===== src/hdl/reduction_combine_alu_core_macros.svh =====
// Assertion macros used by the reduction combiner core.
`ifndef REDUCTION_COMBINE_ALU_CORE_MACROS_SVH
`define REDUCTION_COMBINE_ALU_CORE_MACROS_SVH

// Same-cycle implication, disabled while reset is asserted
`define RCA_ASSERT_NOW(label, clk, rst_n, ante, cons) \
    label: assert property (@(posedge clk) disable iff (!(rst_n)) (ante) |-> (cons)) \
        else $error("rca: same-cycle check failed");

// Next-cycle implication, disabled while reset is asserted
`define RCA_ASSERT_NEXT(label, clk, rst_n, ante, cons) \
    label: assert property (@(posedge clk) disable iff (!(rst_n)) (ante) |=> (cons)) \
        else $error("rca: next-cycle check failed");

`endif


===== src/hdl/rca_pkg.sv =====
// Types, codes and helpers for the reduction combiner.
package rca_pkg;

    localparam int VALUE_W  = 64;
    localparam int HALF_W   = 32;
    localparam int INDEX_W  = 32;
    localparam int OP_W     = 4;
    localparam int ETYPE_W  = 2;
    localparam int CFG_IDX_W  = 4;
    localparam int CFG_DATA_W = 4;

    // Operation codes; codes above OP_MAXLOC are unsupported
    typedef enum logic [OP_W-1:0] {
        OP_SUM    = 4'd0,
        OP_PROD   = 4'd1,
        OP_MAX    = 4'd2,
        OP_MIN    = 4'd3,
        OP_LAND   = 4'd4,
        OP_LOR    = 4'd5,
        OP_BAND   = 4'd6,
        OP_BOR    = 4'd7,
        OP_MINLOC = 4'd8,
        OP_MAXLOC = 4'd9
    } t_op;

    // Element type codes; the fourth code is unsupported
    typedef enum logic [ETYPE_W-1:0] {
        ET_S64  = 2'd0,
        ET_S32  = 2'd1,
        ET_PAIR = 2'd2
    } t_etype;

    // Configuration register indexes
    localparam logic [CFG_IDX_W-1:0] CFG_OPERATION    = 4'd0;
    localparam logic [CFG_IDX_W-1:0] CFG_ELEMENT_TYPE = 4'd1;

    // Captured input item
    typedef struct packed {
        logic [VALUE_W-1:0] acc_value;
        logic [INDEX_W-1:0] acc_index;
        logic [VALUE_W-1:0] in_value;
        logic [INDEX_W-1:0] in_index;
        logic               last;
    } t_item;

    // Between first and second compute stage
    typedef struct packed {
        logic [VALUE_W-1:0] alt_value;  // final value for every op but product
        logic [INDEX_W-1:0] index;
        logic [VALUE_W-1:0] p0;         // lo x lo
        logic [HALF_W-1:0]  p1;         // lo x hi, low half
        logic [HALF_W-1:0]  p2;         // hi x lo, low half
        logic               is_prod;
        logic               narrow;
        logic               err;
        logic               last;
    } t_mid;

    // Result item
    typedef struct packed {
        logic [VALUE_W-1:0] value;
        logic [INDEX_W-1:0] index;
        logic               err;
        logic               last;
    } t_res;

    function automatic logic [VALUE_W-1:0] sext32(input logic [HALF_W-1:0] v);
        return {{(VALUE_W-HALF_W){v[HALF_W-1]}}, v};
    endfunction

endpackage


===== src/hdl/rca_post.sv =====
// Second compute stage: product assembly and final value select.
module rca_post (
    input  rca_pkg::t_mid i_mid,
    output rca_pkg::t_res o_res
);
    import rca_pkg::*;

    logic [VALUE_W-1:0] prod;

    // Low 64 bits of the product from the three partial products
    assign prod = i_mid.p0 + {i_mid.p1 + i_mid.p2, {HALF_W{1'b0}}};

    always_comb begin
        o_res.index = i_mid.index;
        o_res.err   = i_mid.err;
        o_res.last  = i_mid.last;
        priority if (i_mid.is_prod && i_mid.narrow) begin
            o_res.value = sext32(i_mid.p0[HALF_W-1:0]);
        end else if (i_mid.is_prod) begin
            o_res.value = prod;
        end else begin
            o_res.value = i_mid.alt_value;
        end
    end
endmodule


===== config.mk =====
export PLATFORM = sky130hd
export DESIGN_NAME = rca_post
export DESIGN_NICKNAME = d
export VERILOG_FILES = /design/src/hdl/reduction_combine_alu_core_macros.svh /design/src/hdl/rca_pkg.sv /design/src/hdl/rca_post.sv
export SDC_FILE = /design/constraint.sdc
export NUM_CORES = 1
export LEC_CHECK = 0
export BUFFER_PORTS_ARGS = -buffer_cell sky130_fd_sc_hd__clkbuf_2
export CAP_MARGIN = 15
export CORE_AREA = 5 5 126 128
export DETAILED_ROUTE_END_ITERATION = 8
export DIE_AREA = 0 0 131 133
export GPL_TIMING_DRIVEN = 0
export PLACE_DENSITY = 0.63
export SLEW_MARGIN = 10
export SYNTH_ARGS = -nofsm -noshare
export SYNTH_HDL_FRONTEND = slang
export SYNTH_SLANG_ARGS = --single-unit
export TNS_END_PERCENT = 100

===== constraint.sdc =====
create_clock -name vclk -period 10.4
set_clock_uncertainty 0.05 [all_clocks]
set_input_delay 1.04 -clock vclk [all_inputs]
set_output_delay 1.04 -clock vclk [all_outputs]
set_load 0.01 [all_outputs]

==> results_tabular.tex <==
\begin{tabular}{lr}
\hline
Metric & Value \\
\hline
\multicolumn{2}{l}{\textbf{Hold path}} \\
Hold wc startpoint & i\_mid[161] \\
Worst hold path type & in2out \\
\multicolumn{2}{l}{\textbf{Timing}} \\
Pin slew with the least headroom to its limit & about 740 ps \\
Total of endpoints with negative setup slack in the final report & 0 \\
Setup slack of the critical path after layout & just over 3000 ps \\
Shortest period the worst path allows & between 7000 and 8000 ps \\
Worst Hold Slack & 2218 ps \\
Summed negative setup slack over all endpoints & 0 ps \\
Fin. Hold Viols & 0 \\
Unrepaired setup endpoints after global routing & false \\
Relative slew margins & around half \\
Top achievable clock speed & between 100 and 150 MHz \\
Final cycle utilization of the critical path & 70.02\% \\
Max Transition Viols Final & 0 \\
\multicolumn{2}{l}{\textbf{Setup path}} \\
Startpoint kind of the worst setup timing path & input pin \\
Worst path max stage delay & 540 ps \\
WP data required & roughly 9300 ps \\
Worst Path Class, Setup & in2out \\
Levels on crit path & 20 \\
Highest-delay cell along the critical path & sky130\_fd\_sc\_hd\_\_a2111oi\_1 \\
Cell breakdown of the critical path & clkbuf\_2 > ha\_1 > a211oi\_1 > o21ai\_0 > a221oi\_2 > o21ai\_0 > a211oi\_1 > o21bai\_1 > xor2\_1 > ha\_1 > and4\_1 > and2\_1 > a2111oi\_0 > a2111oi\_1 > o211ai\_1 > o2111ai\_1 > a21oi\_1 > xnor2\_1 > a221o\_1 > clkbuf\_2 \\
Worst setup path startpoint & i\_mid[5] \\
Gate family responsible for the most delay along the worst path & compound AO/OA/AOI/OAI gates \\
Type of destination of the critical path & output pin \\
Arrival time of the worst setup path & a little over 6000 ps \\
Maximum fanout encountered on the critical timing path & 6 \\
Buffers plus inverters on the worst setup path & 2 \\
Critical path capture point & o\_res[95] \\
\multicolumn{2}{l}{\textbf{Route}} \\
Drt pass-1 iters & 4 \\
Antenna Violating Nets Remaining & 0 \\
Routed wire length & between 15 and 20 mm \\
Drt wl/cell & 16.94 um \\
Detailed router's first-iteration violation count & between 200 and 300 \\
Vias per cell & about 5.1 \\
Routed vias & 5466 \\
DRC violation count after routing & 0 \\
\multicolumn{2}{l}{\textbf{Logic synthesis}} \\
Register area share after synthesis & 0\% \\
Post-Syn Nets & 885 \\
Number of instances in the synthesized netlist & about 600 \\
Warning count from the yosys run & 0 \\
Mean Syn Cell Area & $\sim$7.3 um\^{}2 \\
Post-synthesis cell type count & 57 \\
Post-Synthesis Cell Area & 4304 um\^{}2 \\
\multicolumn{2}{l}{\textbf{Power and ir drop}} \\
Maximum vdd drop & roughly 0.033 mV \\
Power density cells & just over 90 nW/um\^{}2 \\
Leakage component of the power & roughly 3.2 nW \\
\multicolumn{2}{l}{\textbf{Finish}} \\
Filler Cells Inserted & 1573 \\
Total number of nets in the final design & approximately 1200 \\
Post-route cell area & 5996 um\^{}2 \\
Most common cell after layout, fill and taps aside & sky130\_fd\_sc\_hd\_\_clkbuf\_2 \\
Signed area change from the synthesized netlist to the final layout & 39.30\% \\
Number of antenna cells inserted & 0 \\
Area occupied by multi-input gates & around 3900 um\^{}2 \\
Final Non-Filler Cells & 1067 \\
Count of clock-net buffers in the final layout & 0 \\
Sequential cell count of the final layout & 0 \\
Proportion of layout cells with a drive suffix above 1 & 41.75\% \\
Commonest non-fill, non-tap cells in the layout & sky130\_fd\_sc\_hd\_\_clkbuf\_2 (291), sky130\_fd\_sc\_hd\_\_ha\_1 (67), sky130\_fd\_sc\_hd\_\_a21oi\_1 (65), sky130\_fd\_sc\_hd\_\_nand2\_1 (39) \\
Area of all sequential standard cells & 0 um\^{}2 \\
\multicolumn{2}{l}{\textbf{Floorplan}} \\
Floorplan row count & between 40 and 50 \\
Die Outline Area & 17420 um\^{}2 \\
Horizontal die dimension & around 130 um \\
Die Ht & approximately 130 um \\
Area of the placeable core & roughly 15000 um\^{}2 \\
Ports & roughly 330 \\
Initial standard-cell utilization of the core & between 20\% and 30\% \\
\multicolumn{2}{l}{\textbf{GRT}} \\
Initial antenna violation count & 0 \\
Maximum number of pins on one net before global-route repair & 11 \\
Global-route wire length before repair & roughly 26 mm \\
Overall routing resource usage & between 10\% and 20\% \\
Final global-route overflow total & 0 \\
Via count of the first global-routing pass & just over 5000 \\
\multicolumn{2}{l}{\textbf{Place}} \\
Placed cells & 1067 \\
Routability congestion estimate & around 0.88 \\
Post-Place Setup Slack & around 3200 ps \\
Placed Area & 5996 um\^{}2 \\
HPWL after detailed placement & $\sim$16 mm \\
Buffers added on ports & approximately 290 \\
\multicolumn{2}{l}{\textbf{Clocking}} \\
Setup Buffers After CTS & 0 \\
Hold buffer count at CTS & 0 \\
Number of gates resized after cts & 0 \\
\multicolumn{2}{l}{\textbf{Outcome}} \\
Outcome & complete, no violations \\
\multicolumn{2}{l}{\textbf{Flow run}} \\
MaxCap Viol Count & 0 \\
\hline
\end{tabular}
## stage by stage
| step | total power, mW | utilization, % |
|---|---|---|
| 2_1_floorplan | 0.3802 | - |
| 3_3_place_gp | 0.5432 | 40.64 |
| 3_5_place_dp | 0.5442 | 40.64 |
| 4_1_cts | 0.5473 | 40.64 |
| 5_1_grt | 0.6081 | 40.64 |
| 6_report | 0.5441 | 40.64 |
## synthesized netlist by cell type (all sizes together) (6+ instances only)
cell type	number	area share, %
a211oi	11	1.9
clkbuf	15	1.3
mux2	32	8.4
xor2	17	3.5
nor3	13	1.5
a31oi	7	1.0
o22a	7	1.4
inv	20	1.7
o211ai	14	2.4
xnor2	34	6.9
nand3	8	0.93
a21oi	66	7.8
and3	6	0.87
o21a	13	2.3
nor2	28	2.4
a211o	6	1.2
o21ai	35	4.1
buf	37	6.2
nand2b	12	1.7
nand2	39	3.4
o21bai	19	3.3
ha	67	19
a21o	29	5.1
## layout make-up
type	instances	area share, %
Tap cell	188	3.923
Timing Repair Buffer	291	24.29
Multi-Input combinational cell	516	65.15
Buffer	52	5.384
Inverter	20	1.252
## worst min path at each step
stage                end  depth (start not counted)
2_1_floorplan   o_res[0]                          1
3_3_place_gp   o_res[31]                          2
3_5_place_dp   o_res[32]                          2
4_1_cts        o_res[27]                          2
5_1_grt        o_res[30]                          2
6_report       o_res[31]                          2
## cells by family (layout without fill, tap and decap cells)
kind of cell	after synthesis	in the layout	share of synthesized area (%)
adder cells (fa/ha/maj)	69	69	20.41
buffers and inverters	72	363	9.244
multiplexers	36	36	9.302
AND/OR/NAND/NOR	126	126	14.10
AO/OA/AOI/OAI	234	234	36.57
XOR/XNOR	51	51	10.38
## routing by layer
metal | vias to the layer above | track usage [%] | share of wire [%]
li1 | 2772 | - | -
met1 | 2444 | 23.65 | 42
met2 | 230 | 33.69 | 48
met3 | 20 | 3.028 | 8.7
met4 | 0 | 2.857 | 1.7
met5 | - | 0 | 0
## power breakdown
group / total, mW / internal (mW) / switching [mW]
Combinational: 0.544 / 0.246 / 0.298
Clock: 0 / 0 / 0
Sequential: 0 / 0 / 0
Power figures use the tool's default switching activity.
